**config.mk**
```make
export PLATFORM = sky130hd
export DESIGN_NAME = arp_responder_cache
export DESIGN_NICKNAME = d
export VERILOG_FILES = /design/src/rtl/arc_pkg.sv /design/src/rtl/arp_responder_cache.sv /design/src/rtl/arc_store.sv
export SDC_FILE = /design/constraint.sdc
export NUM_CORES = 1
export LEC_CHECK = 0
export BUFFER_PORTS_ARGS = -buffer_cell sky130_fd_sc_hd__buf_2
export CAP_MARGIN = 20
export CORE_MARGIN = 3
export CORE_UTILIZATION = 30
export CTS_BUF_LIST = sky130_fd_sc_hd__clkbuf_4
export CTS_CLUSTER_SIZE = 12
export DETAILED_ROUTE_END_ITERATION = 12
export PLACE_DENSITY = 0.57
export SYNTH_ARGS = -nofsm -noshare
export SYNTH_HDL_FRONTEND = slang
export SYNTH_SLANG_ARGS = --single-unit
```
**constraint.sdc**
```tcl
create_clock -name clk -period 9.3 [get_ports clk]
set_clock_uncertainty 0.15 [all_clocks]
set_input_delay 0.93 -clock clk [delete_from_list [all_inputs] [get_ports clk]]
set_output_delay 0.93 -clock clk [all_outputs]
set_load 0.01 [all_outputs]
```
**src/rtl/arc_pkg.sv**
```systemverilog
package arc_pkg;

  // Command codes carried in the input tuser
  typedef enum logic [1:0] {
    CMD_FRAME   = 2'd0,
    CMD_TICK    = 2'd1,
    CMD_REQUEST = 2'd2,
    CMD_UNUSED  = 2'd3
  } cmd_t;

  // Result status codes carried in the output tuser
  localparam logic [2:0] ST_DROPPED  = 3'd0;
  localparam logic [2:0] ST_NOT_US   = 3'd1;
  localparam logic [2:0] ST_LEARNED  = 3'd2;
  localparam logic [2:0] ST_REPLIED  = 3'd3;
  localparam logic [2:0] ST_REQ_SENT = 3'd4;
  localparam logic [2:0] ST_TICK     = 3'd5;

  // Opcode of the transmitted frame
  localparam logic [1:0] TX_OP_NONE    = 2'd0;
  localparam logic [1:0] TX_OP_REQUEST = 2'd1;
  localparam logic [1:0] TX_OP_REPLY   = 2'd2;

  // Minimum length and ARP header values that a frame must carry, and the request opcode
  localparam logic [10:0] MIN_FRAME_LEN = 11'd42;
  localparam logic [15:0] HTYPE_ETH     = 16'h0001;
  localparam logic [15:0] PTYPE_IPV4    = 16'h0800;
  localparam logic [7:0]  HLEN_ETH      = 8'h06;
  localparam logic [7:0]  PLEN_IPV4     = 8'h04;
  localparam logic [15:0] ARP_OP_REQ    = 16'h0001;

  localparam logic [47:0] BCAST_MAC     = 48'hFFFF_FFFF_FFFF;
  localparam logic [15:0] AGE_MAX       = 16'hFFFF;
  localparam logic [15:0] TIMEOUT_RST   = 16'd600;

  // Configuration register indexes
  localparam logic [1:0] CFG_LOCAL_IP  = 2'd0;
  localparam logic [1:0] CFG_LOCAL_MAC = 2'd1;
  localparam logic [1:0] CFG_TIMEOUT   = 2'd2;

  localparam int IN_DATA_W  = 192;
  localparam int OUT_DATA_W = 120;
  localparam int RES_W      = 117;
  localparam int CFG_DATA_W = 48;

  // One cache entry as stored in memory
  typedef struct packed {
    logic [31:0] ip;
    logic [47:0] mac;
    logic [15:0] age;
  } entry_t;

  // Write request from the control FSM to the cache store
  typedef struct packed {
    logic   wr_en;
    logic   set_vld;
    logic   clr_vld;
    entry_t data;
  } store_cmd_t;

  // Result payload, first field in the highest bits
  typedef struct packed {
    logic        table_full;
    logic        refreshed;
    logic [31:0] sender_ip;
    logic [31:0] target_ip;
    logic [47:0] target_mac;
    logic [1:0]  opcode;
    logic        transmit;
  } result_t;

endpackage

```
**src/rtl/arp_responder_cache.sv**
```systemverilog
// Channel   Direction  tdata                          tuser
// in_       slave      parsed ARP frame fields        command
// out_      master     transmit and frame fields      status
// cfg_      write      register value (48 bits)       -
//
// A frame is accepted, then the entry memory is scanned at one read per cycle
// behind a registered read, then comes an update step and the output register
// is loaded. A tick skips the update step. A send request or a dropped frame
// goes straight from acceptance to the load of the output register. The scan
// of every entry through the one read port sets the length of frames and ticks.
// Reset clears every valid bit at once; no clearing pass.
// A stalled output holds the result; the input is taken again once loaded.
module arp_responder_cache
  import arc_pkg::*;
#(
  parameter int CACHE_ENTRIES = 16
) (
  input  logic                  clk,
  input  logic                  rst_n,
  input  logic                  in_tvalid,
  output logic                  in_tready,
  // frame_length, hardware_type, protocol_type, hw_addr_len, proto_addr_len,
  // opcode, sender_mac, sender_ip, target_ip
  input  logic [IN_DATA_W-1:0]  in_tdata,
  // command
  input  logic [1:0]            in_tuser,
  output logic                  out_tvalid,
  input  logic                  out_tready,
  // transmit, out_opcode, out_target_mac, out_target_ip, out_sender_ip,
  // refreshed, table_full
  output logic [OUT_DATA_W-1:0] out_tdata,
  // status
  output logic [2:0]            out_tuser,
  input  logic                  cfg_wr_en,
  input  logic [1:0]            cfg_addr,
  input  logic [CFG_DATA_W-1:0] cfg_wdata
);

  localparam int ADDR_W = (CACHE_ENTRIES > 1) ? $clog2(CACHE_ENTRIES) : 1;
  localparam int CNT_W  = $clog2(CACHE_ENTRIES + 1);

  typedef enum logic [1:0] {
    S_IDLE,
    S_SCAN,
    S_UPDATE,
    S_DONE
  } state_t;

  state_t          state_r;
  logic [31:0]     local_ip_r;
  logic [47:0]     local_mac_r;
  logic [15:0]     timeout_r;

  cmd_t            cmd_r;
  logic [15:0]     opc_r;
  logic [47:0]     smac_r;
  logic [31:0]     spa_r;
  logic [31:0]     tpa_r;

  logic [CNT_W-1:0]  issue_cnt_r;
  logic              pv_r;
  logic [ADDR_W-1:0] paddr_r;
  logic              hit_found_r;
  logic [ADDR_W-1:0] hit_idx_r;
  logic              free_found_r;
  logic [ADDR_W-1:0] free_idx_r;

  result_t         res_r;
  logic [2:0]      status_r;
  logic            out_tvalid_r;
  logic [OUT_DATA_W-1:0] out_tdata_r;
  logic [2:0]      out_tuser_r;

  // Input fields
  logic [10:0] in_flen;
  logic [15:0] in_hrd;
  logic [15:0] in_pro;
  logic [7:0]  in_hln;
  logic [7:0]  in_pln;
  logic [15:0] in_opc;
  logic [47:0] in_smac;
  logic [31:0] in_spa;
  logic [31:0] in_tpa;
  logic        fmt_ok;

  logic              rd_en;
  logic [ADDR_W-1:0] rd_addr;
  entry_t            rd_data;
  logic              rd_vld;
  logic [ADDR_W-1:0] wr_addr;
  store_cmd_t        store_cmd;
  logic [15:0]       age_inc;
  logic              scan_last;
  logic              for_us;
  result_t           upd_res;
  logic [2:0]        upd_status;
  result_t           req_res;

  assign in_flen = in_tdata[10:0];
  assign in_hrd  = in_tdata[26:11];
  assign in_pro  = in_tdata[42:27];
  assign in_hln  = in_tdata[50:43];
  assign in_pln  = in_tdata[58:51];
  assign in_opc  = in_tdata[74:59];
  assign in_smac = in_tdata[122:75];
  assign in_spa  = in_tdata[154:123];
  assign in_tpa  = in_tdata[186:155];

  assign fmt_ok = (in_flen >= MIN_FRAME_LEN) && (in_hrd == HTYPE_ETH) &&
                  (in_hln == HLEN_ETH) && (in_pro == PTYPE_IPV4) &&
                  (in_pln == PLEN_IPV4);

  assign in_tready = (state_r == S_IDLE);

  // Issue one memory read per cycle during the scan
  assign rd_en     = (state_r == S_SCAN) && (issue_cnt_r < CNT_W'(CACHE_ENTRIES));
  assign rd_addr   = issue_cnt_r[ADDR_W-1:0];
  assign scan_last = pv_r && (paddr_r == ADDR_W'(CACHE_ENTRIES - 1));
  assign age_inc   = (rd_data.age == AGE_MAX) ? rd_data.age : rd_data.age + 16'd1;
  assign for_us    = (tpa_r == local_ip_r);

  arc_store #(
    .CACHE_ENTRIES (CACHE_ENTRIES),
    .ADDR_W        (ADDR_W)
  ) u_store (
    .clk     (clk),
    .rst_n   (rst_n),
    .rd_en   (rd_en),
    .rd_addr (rd_addr),
    .rd_data (rd_data),
    .rd_vld  (rd_vld),
    .wr_addr (wr_addr),
    .cmd     (store_cmd)
  );

  // Write back aged entries during a tick, refresh or learn after a frame scan
  always_comb begin
    store_cmd = '0;
    wr_addr   = paddr_r;
    case (state_r)
      S_SCAN: begin
        if (pv_r && (cmd_r == CMD_TICK) && rd_vld) begin
          store_cmd.wr_en    = 1'b1;
          store_cmd.data.ip  = rd_data.ip;
          store_cmd.data.mac = rd_data.mac;
          store_cmd.data.age = age_inc;
          store_cmd.clr_vld  = (age_inc > timeout_r);
        end
      end
      S_UPDATE: begin
        store_cmd.data.ip  = spa_r;
        store_cmd.data.mac = smac_r;
        store_cmd.data.age = '0;
        if (hit_found_r) begin
          store_cmd.wr_en = 1'b1;
          wr_addr         = hit_idx_r;
        end else if (for_us && free_found_r) begin
          store_cmd.wr_en   = 1'b1;
          store_cmd.set_vld = 1'b1;
          wr_addr           = free_idx_r;
        end
      end
      default: begin
        store_cmd = '0;
      end
    endcase
  end

  // Build the result of a scanned frame
  always_comb begin
    upd_res           = '0;
    upd_res.refreshed = hit_found_r;
    upd_status        = ST_NOT_US;
    if (for_us) begin
      upd_res.table_full = !hit_found_r && !free_found_r;
      if (opc_r == ARP_OP_REQ) begin
        upd_status         = ST_REPLIED;
        upd_res.transmit   = 1'b1;
        upd_res.opcode     = TX_OP_REPLY;
        upd_res.target_mac = smac_r;
        upd_res.target_ip  = spa_r;
        upd_res.sender_ip  = local_ip_r;
      end else begin
        upd_status = ST_LEARNED;
      end
    end
  end

  // Broadcast request built straight from the input
  always_comb begin
    req_res            = '0;
    req_res.transmit   = 1'b1;
    req_res.opcode     = TX_OP_REQUEST;
    req_res.target_mac = BCAST_MAC;
    req_res.target_ip  = in_tpa;
    req_res.sender_ip  = in_spa;
  end

  // Control FSM, configuration and output register
  always_ff @(posedge clk) begin
    if (!rst_n) begin
      state_r      <= S_IDLE;
      out_tvalid_r <= 1'b0;
      pv_r         <= 1'b0;
      issue_cnt_r  <= '0;
      hit_found_r  <= 1'b0;
      free_found_r <= 1'b0;
      local_ip_r   <= '0;
      local_mac_r  <= '0;
      timeout_r    <= TIMEOUT_RST;
    end else begin
      if (cfg_wr_en) begin
        case (cfg_addr)
          CFG_LOCAL_IP:  local_ip_r  <= cfg_wdata[31:0];
          CFG_LOCAL_MAC: local_mac_r <= cfg_wdata;
          CFG_TIMEOUT:   timeout_r   <= cfg_wdata[15:0];
          default:       ;
        endcase
      end

      pv_r    <= rd_en;
      paddr_r <= rd_addr;

      // Raise valid when a result is loaded, drop it once taken
      if ((state_r == S_DONE) && (!out_tvalid_r || out_tready)) begin
        out_tvalid_r <= 1'b1;
      end else if (out_tvalid_r && out_tready) begin
        out_tvalid_r <= 1'b0;
      end

      case (state_r)
        S_IDLE: begin
          if (in_tvalid) begin
            cmd_r        <= cmd_t'(in_tuser);
            opc_r        <= in_opc;
            smac_r       <= in_smac;
            spa_r        <= in_spa;
            tpa_r        <= in_tpa;
            issue_cnt_r  <= '0;
            hit_found_r  <= 1'b0;
            free_found_r <= 1'b0;
            case (cmd_t'(in_tuser))
              CMD_FRAME: begin
                if (fmt_ok) begin
                  state_r <= S_SCAN;
                end else begin
                  res_r    <= '0;
                  status_r <= ST_DROPPED;
                  state_r  <= S_DONE;
                end
              end
              CMD_TICK: begin
                state_r <= S_SCAN;
              end
              CMD_REQUEST: begin
                res_r    <= req_res;
                status_r <= ST_REQ_SENT;
                state_r  <= S_DONE;
              end
              default: begin
                res_r    <= '0;
                status_r <= ST_DROPPED;
                state_r  <= S_DONE;
              end
            endcase
          end
        end
        S_SCAN: begin
          if (rd_en) begin
            issue_cnt_r <= issue_cnt_r + CNT_W'(1);
          end
          // track first matching entry and first free slot
          if (pv_r && (cmd_r == CMD_FRAME)) begin
            if (rd_vld && (rd_data.ip == spa_r) && !hit_found_r) begin
              hit_found_r <= 1'b1;
              hit_idx_r   <= paddr_r;
            end
            if (!rd_vld && !free_found_r) begin
              free_found_r <= 1'b1;
              free_idx_r   <= paddr_r;
            end
          end
          if (scan_last) begin
            if (cmd_r == CMD_FRAME) begin
              state_r <= S_UPDATE;
            end else begin
              res_r    <= '0;
              status_r <= ST_TICK;
              state_r  <= S_DONE;
            end
          end
        end
        S_UPDATE: begin
          res_r    <= upd_res;
          status_r <= upd_status;
          state_r  <= S_DONE;
        end
        S_DONE: begin
          if (!out_tvalid_r || out_tready) begin
            out_tdata_r  <= {{(OUT_DATA_W - RES_W){1'b0}}, res_r};
            out_tuser_r  <= status_r;
            state_r      <= S_IDLE;
          end
        end
        default: begin
          state_r <= S_IDLE;
        end
      endcase
    end
  end

  assign out_tvalid = out_tvalid_r;
  assign out_tdata  = out_tdata_r;
  assign out_tuser  = out_tuser_r;

  // Sender MAC of transmitted frames goes out on the frame path, not here
  logic unused_mac;
  assign unused_mac = ^local_mac_r;

endmodule

```
**src/rtl/arc_store.sv**
```systemverilog
module arc_store
  import arc_pkg::*;
#(
  parameter int CACHE_ENTRIES = 16,
  parameter int ADDR_W        = (CACHE_ENTRIES > 1) ? $clog2(CACHE_ENTRIES) : 1
) (
  input  logic              clk,
  input  logic              rst_n,
  input  logic              rd_en,
  input  logic [ADDR_W-1:0] rd_addr,
  output entry_t            rd_data,
  output logic              rd_vld,
  input  logic [ADDR_W-1:0] wr_addr,
  input  store_cmd_t        cmd
);

  entry_t                   mem [CACHE_ENTRIES];
  entry_t                   rd_data_r;
  logic                     rd_vld_r;
  logic [CACHE_ENTRIES-1:0] vld_r;

  // Entry memory: one write and one registered read per cycle
  always_ff @(posedge clk) begin
    if (cmd.wr_en) begin
      mem[wr_addr] <= cmd.data;
    end
    if (rd_en) begin
      rd_data_r <= mem[rd_addr];
      rd_vld_r  <= vld_r[rd_addr];
    end
  end

  // Valid bits, cleared at reset
  always_ff @(posedge clk) begin
    if (!rst_n) begin
      vld_r <= '0;
    end else if (cmd.wr_en) begin
      if (cmd.set_vld) begin
        vld_r[wr_addr] <= 1'b1;
      end else if (cmd.clr_vld) begin
        vld_r[wr_addr] <= 1'b0;
      end
    end
  end

  assign rd_data = rd_data_r;
  assign rd_vld  = rd_vld_r;

endmodule
```
==> flow_summary_export.csv, run 1 <==
group,metric,value,unit
die,rows,146,
yosys,synthCells,2363,
detailed_routing,first_iter_violations,1952,
die,start_util,30.4,%
clock_network,path_clk_slew,0.07,ns
pwr,p_comb_share,11.5,%
detailed_routing,dr.pass1.iters,5,
global_route,grt_util_all_layers,14.8,%
clock_network,cts.repair.resized,0,
die,core_region_area,0.159,mm2
global_route,grt_pass1_vias,27434,
sta,setup_slack,3.84,ns
setup_path,crit_arrival,6.08,ns
yosys,async_reset_ff_share,0,%
detailed_routing,viasPerCell,4.67,
yosys,syn-cell-area,0.0483,mm2
global_route,grt_pass1_wl,184,mm
die,die_w,407,um
cells_and_area,final_nets,3414,
sta,drv_slew,0,
sta,final.setup.tns,0,ns
pwr,power.density,225,mW/mm2
sta,fin_crit,5.46,ns
clock_network,cts.sinks,1274,
clock_network,clockRootBuffer,"clkbuf_4",
pwr,intPower,9.92,mW
global_route,antenna_found_initial,6,
sta,post-route-period-util,58.7,%
clock_network,cts_tree,"built",
yosys,synth_sequential_area_ratio,77.6,%
clock_network,clkLatencyLatePin,1.21,ns
pwr,pwr-share-seq,53.4,%
sta,max_slew_margin,26.5,%
yosys,synth.avg_cell_area,20.4,um2
pwr,finalPower,13.2,mW
setup_path,path_max_fanout,30,
pwr,irDropWorstVdd,0.000143,V
sta,hold_violations,0,
cells_and_area,syn2layout_area_growth,21.2,%
hold_path,min_path_type,"input port to flip-flop",
global_route,grt_max_degree,121,
place,dpl_cell_area,0.0528,mm2
place,place_congestion,0.787,
detailed_routing,drcViolationCount,0,
sta,fmax,183,MHz
outcome,status,"completed",
cells_and_area,multi_input_area,0.0103,mm2
cells_and_area,stdcell_area,0.0585,mm2
detailed_routing,postRouteAntennaNets,0,
setup_path,critical_path_class,"flip-flop to flip-flop",
detailed_routing,routedWlPerCell,22.6,um
setup_path,startpoint_type,"flip-flop",
pwr,switchingPower,3.26,mW
detailed_routing,wirelength,125,mm
pwr,clockPowerShare,35.1,%
yosys,synth_area_leader_cell,"edfxtp_1",
place,place.port_buffers,348,
clock_network,htreeDepth,5,
job,drv_cap,0,
yosys,yosys.cell_types.count,61,
yosys,synth-main-ff-cell,"edfxtp_1",
setup_path,crit_required,9.91,ns
pwr,p_sw_share,24.7,%
yosys,synth-edff-count,1199,
sta,rsz0062_at_grt,"false",
setup_path,end_kind,"flip-flop",
cells_and_area,nFillCells,14732,
die,io_pins,374,
place,dp_slack,3.35,ns
clock_network,cts_buffers,328,
yosys,yosys-top-cells-area,"edfxtp_1 (75%), mux4_2 (11%), dfxtp_1 (3.1%)",
die,dieArea,0.166,mm2
yosys,synth-seq-cells,1274,
die,dieHeight,407,um
yosys,synth_top_area_share,74.5,%
pwr,p_leak,19.0,nW
place,dp_hpwl,71.6,mm
yosys,synth_warnings,0,
clock_network,postCtsSetupBuffers,0,
sta,setup_viol,0,
cells_and_area,regArea,0.0375,mm2
cells_and_area,drive_gt1_share,35.0,%
sta,tightest_slew,1.10,ns
clock_network,clk_path_buf_depth,4,
global_route,overflow,0,
detailed_routing,vias,25785,
## layer usage
layer | global-route usage, % | wire length, um | vias to the layer above
met5 | 0 | 39 | -
met4 | 5.35 | 3030 | 6
met3 | 3.27 | 7390 | 143
met2 | 25.8 | 64200 | 971
met1 | 18.1 | 50100 | 13276
li1 | - | - | 11389
## power by group through the flow
stage | clock network [mW] | logic [mW] | registers [mW]
final | 4.63 | 1.51 | 7.04
after CTS | 4.79 | 1.55 | 7.04
after global placement | 0 | 1.47 | 7.15
after detailed placement | 0 | 1.48 | 7.16
after global routing | 5.10 | 1.64 | 7.07
after floorplan | 0 | 0.986 | 7.11
## registers in the layout (all words and copies together) (netlist names), 32 cells and up, named ones only
name             flops
tpa_r               32
spa_r               32
res_r              117
smac_r              48
out_tdata          117
local_ip_r          32
u_store.rd_data     48
u_store.mem        768
## layout make-up
class | instances | share of cell area (%)
clock buffer | 483 | 6.19
sequential | 1274 | 64.1
timing repair buffer | 568 | 6.61
antenna | 4 | 0.0171
clock inverter | 78 | 0.660
tap | 2146 | 4.59
multi-input combinational | 943 | 17.7
inverter | 28 | 0.180
## layout by cell type (no fill, tap or decap), drive strengths merged, types with 13 or more instances in the layout
cell         netlist  routed
o21ai             13      13
ha                22      22
a21oi             56      56
nand3             26      26
a21o              55      55
xnor2             46      46
nor2              32      32
and2              36      36
dfxtp             75      75
nand2            134     134
clkinv             0      71
edfxtp          1199    1199
buf               38     393
mux4             245     245
inv               28      31
mux2i             15      15
clkbuf            82     483
dlygate4sd3        0     175
nand4             23      23
nor4              22      22
xor2              32      32
a22o              97      97
## what timing repair did
| item | 4_1_cts | 5_1_grt |
|---|---|---|
| hold buffers | 175 | 0 |
| endpoints found under the hold margin | 244 | 0 |
| setup endpoints to repair | 0 | 0 |
## final timing paths
path                     from             endpoint  slack (ns)  cells after the start
setup reg to reg     tpa_r[5]  u_store.mem[13][73]        3.84                      9
hold / removal    cfg_addr[0]       local_ip_r[30]        0.17                      5
setup / recovery     tpa_r[5]  u_store.mem[13][73]        3.84                      9
hold reg to reg     res_r[80]        out_tdata[80]        0.21                      0
## logic make-up (layout without fill, tap and decap cells)
logic type,after synthesis,count (layout),synth area share [%]
flip-flops,1274,1274,77.6
AND/OR/NAND/NOR,328,328,3.54
multiplexers,265,265,11.9
AO/OA/AOI/OAI,247,247,3.79
buffers and inverters,148,1157,1.18
XOR/XNOR,78,78,1.41
adder cells (fa/ha/maj),22,22,0.570
other,1,7,0.00776
## through the flow
step	utilization [%]	cells	hold WS, ns
after global placement	33.2	4782	0.250
after global routing	36.8	5522	0.0691
after detailed placement	33.2	4782	0.255
after floorplan	-	2365	0.250
after CTS	36.8	5518	0.00284
final	36.8	5524	0.167
## worst max-delay path: stages (launching register included)
cell	delay, ns
edfxtp_1	0.39
xnor2_1	0.47
nand4_1	0.30
nor4_2	0.75
nand3_2	0.32
mux2_2	0.38
a211oi_4	0.44
or4b_1	0.54
inv_2	0.78
buf_4	0.51
## synth_stat cells, types with 8 or more instances
master       n
dfxtp_1     75
o21ai_0     10
inv_1       28
edfxtp_1  1199
nor4_1      20
ha_1        22
a22o_1      97
a21o_1      55
clkbuf_1    82
xor2_1      32
mux2i_1     15
nand2b_1     8
a21oi_1     56
mux4_2     245
nand4_1     23
xnor2_1     46
nand2_1    134
nand3_1     25
nor2_1      32
buf_1       33
and2_1      36
(Power assumes the default switching activity.)
==> run 2: changes to the inputs <==
clock period = 5.5 ns   (was 9.3 ns; I/O delays follow)
==> run 2 against run 1 <==
Non-clock buffer count grew 216. Critical path type unchanged. Worst hold slack lost 0.026 ns. Largest power group unchanged. Combinational power grew 79%. First-iteration DRC count shrank 11%. Largest cell class unchanged. Sequential share of layout area shrank 2.6 points. Die area is the same. Via count grew 4.0%. Clock-buffer cell count shrank 9. Fmax grew 21%. Routed wire length grew 3.0%.
==> flow_summary_export.csv, run 2 (synthesized netlist as in run 1, its figures left out) <==
group,metric,value,unit
outcome,status,"completed",
die,rows,146,
clock_network,clk_path_buf_depth,4,
cells_and_area,largest_reg_flops,768,
global_route,grt_pass1_vias,28543,
detailed_routing,viasPerCell,4.67,
setup_path,critical_path_class,"flip-flop to flip-flop",
cells_and_area,regArea,0.0375,mm2
die,dieHeight,407,um
setup_path,startpoint_type,"flip-flop",
setup_path,critPathMaxStageDelay,0.57,ns
detailed_routing,wirelength,129,mm
cells_and_area,multi_input_area,0.0103,mm2
clock_network,path_clk_slew,0.06,ns
place,dp_hpwl,75.7,mm
clock_network,cts_buffers,330,
clock_network,cts.repair.resized,0,
global_route,grt_pass1_wl,189,mm
detailed_routing,postRouteAntennaNets,0,
sta,setup_viol,0,
sta,drv_slew,0,
hold_path,min_path_type,"input port to flip-flop",
detailed_routing,vias,26824,
pwr,irDropWorstVdd,0.000229,V
cells_and_area,regMostFlops,"u_store.mem",
die,start_util,30.4,%
cells_and_area,mostFrequentLayoutCells,"edfxtp_1 (1199), clkbuf_4 (474), dlygate4sd3_1 (359), buf_2 (348), mux4_2 (245)",
sta,fmax,222,MHz
sta,max_slew_margin,28.5,%
clock_network,clockRootBuffer,"clkbuf_4",
setup_path,reg2reg_depth,16,
cells_and_area,final_common_cell,"edfxtp_1",
clock_network,clkLatencyLatePin,1.22,ns
place,place_congestion,0.790,
clock_network,htreeDepth,5,
sta,post-route-period-util,82.0,%
sta,rsz0062_at_grt,"false",
setup_path,crit_arrival,5.42,ns
die,dieArea,0.166,mm2
detailed_routing,dr.pass1.iters,5,
setup_path,crit_chain,"and3_1 -> and3_1 -> nor2b_1 -> nand2_1 -> and4_1 -> xor2_1 -> ha_1 -> a21o_1 -> a21o_1 -> a21o_1 -> a21o_1 -> a21oi_1 -> o21ai_0 -> nand2_1 -> nand3_1 -> nand3b_1",
setup_path,cp_common_cell,"a21o_1",
setup_path,crit_required,6.41,ns
die,io_pins,374,
setup_path,crit_slowest_cell,"nand2_1",
detailed_routing,routedWlPerCell,22.4,um
detailed_routing,drcViolationCount,0,
clock_network,cts.sinks,1274,
pwr,finalPower,22.6,mW
pwr,power.density,369,mW/mm2
cells_and_area,final_nets,3632,
hold_path,whs_path_depth,2,
job,drv_cap,0,
sta,tightest_slew,1.07,ns
sta,fin_crit,4.51,ns
die,core_region_area,0.159,mm2
global_route,grt_max_degree,131,
place,place.port_buffers,348,
cells_and_area,drive_gt1_share,33.5,%
die,die_w,407,um
global_route,overflow,0,
global_route,grt_util_all_layers,15.3,%
cells_and_area,fin_util,38.4,%
sta,hold_ws,0.141,ns
pwr,p_leak,20.0,nW
setup_path,end_kind,"flip-flop",
sta,final.setup.tns,0,ns
sta,hold_violations,0,
detailed_routing,first_iter_violations,1744,
cells_and_area,nFillCells,14573,
global_route,antenna_found_initial,6,
setup_path,path_max_fanout,16,
cells_and_area,syn2layout_area_growth,26.4,%
clock_network,cts_tree,"built",
-- run 2: cell count changes in the layout (fill, tap and decap cells not counted), sizes merged, moves of 3 or more --
| cell | delta |
|---|---|
| clkbuf | -9 |
| dlygate4sd3 | +184 |
| buf | +32 |
| inv | +3 |
| clkinv | +9 |
| bufinv | +3 |
-- run 2: through the flow --
stage	std cells	instance area (um2)	worst slack (ns)
final	5744	61100	0.988
after global routing	5744	61100	0.646
after CTS	5740	61100	0.921
after detailed placement	4815	53400	0.980
after global placement	4815	53400	0.983
after floorplan	2365	48300	0.221
-- run 2: timing repair --
action	CTS	global route
setup buffers	0	0
setup endpoints to repair	0	0
hold buffers	359	0
endpoints found under the hold margin	378	0
-- run 2: worst max-delay path, delay by kind of cell, from the launching register on --
family,cells,cell delay (ns)
AOI/OAI and AO/OA,6,0.93
adders and majority gates,1,0.30
xor gates and xnor gates,1,0.23
and+or+nand+nor,8,2.36
DFF,1,0.40
-- run 2: final timing paths --
kind | from | end | slack [ns]
worst max register to register | u_store.rd_data[6] | flip-flop | 0.99
worst min register to register | res_r[26] | out_tdata[26] | 0.25
worst max-delay path | u_store.rd_data[6] | flip-flop | 0.99
worst min-delay path | in_tdata[136] | spa_r[13] | 0.14
-- run 2: cell type report --
class / count / area share (%)
Clock inverter: 92 / 0.844
Sequential cell: 1274 / 61.4
Inverter: 28 / 0.172
Antenna cell: 3 / 0.0123
Tap cell: 2146 / 4.40
Timing Repair Buffer: 784 / 10.4
Clock buffer: 474 / 5.83
Multi-Input combinational cell: 943 / 16.9
-- run 2: routing by layer --
metal / GRT usage, % / part of all wire, % / vias up
li1: - / - / 11843
met1: 18.1 / 40 / 13813
met3: 3.47 / 5.7 / 169
met2: 27.2 / 52 / 997
met4: 5.28 / 2.2 / 2
met5: 0 / 0.010 / -
-- run 2: report_power, final --
part / switching, mW / total (mW) / internal (mW) / leakage, nW
sequential: 0.354 / 11.9 / 11.5 / 11.1
clock: 3.72 / 7.96 / 4.23 / 2.43
combinational: 1.51 / 2.71 / 1.20 / 6.54
total: 5.59 / 22.6 / 17.0 / 20.0
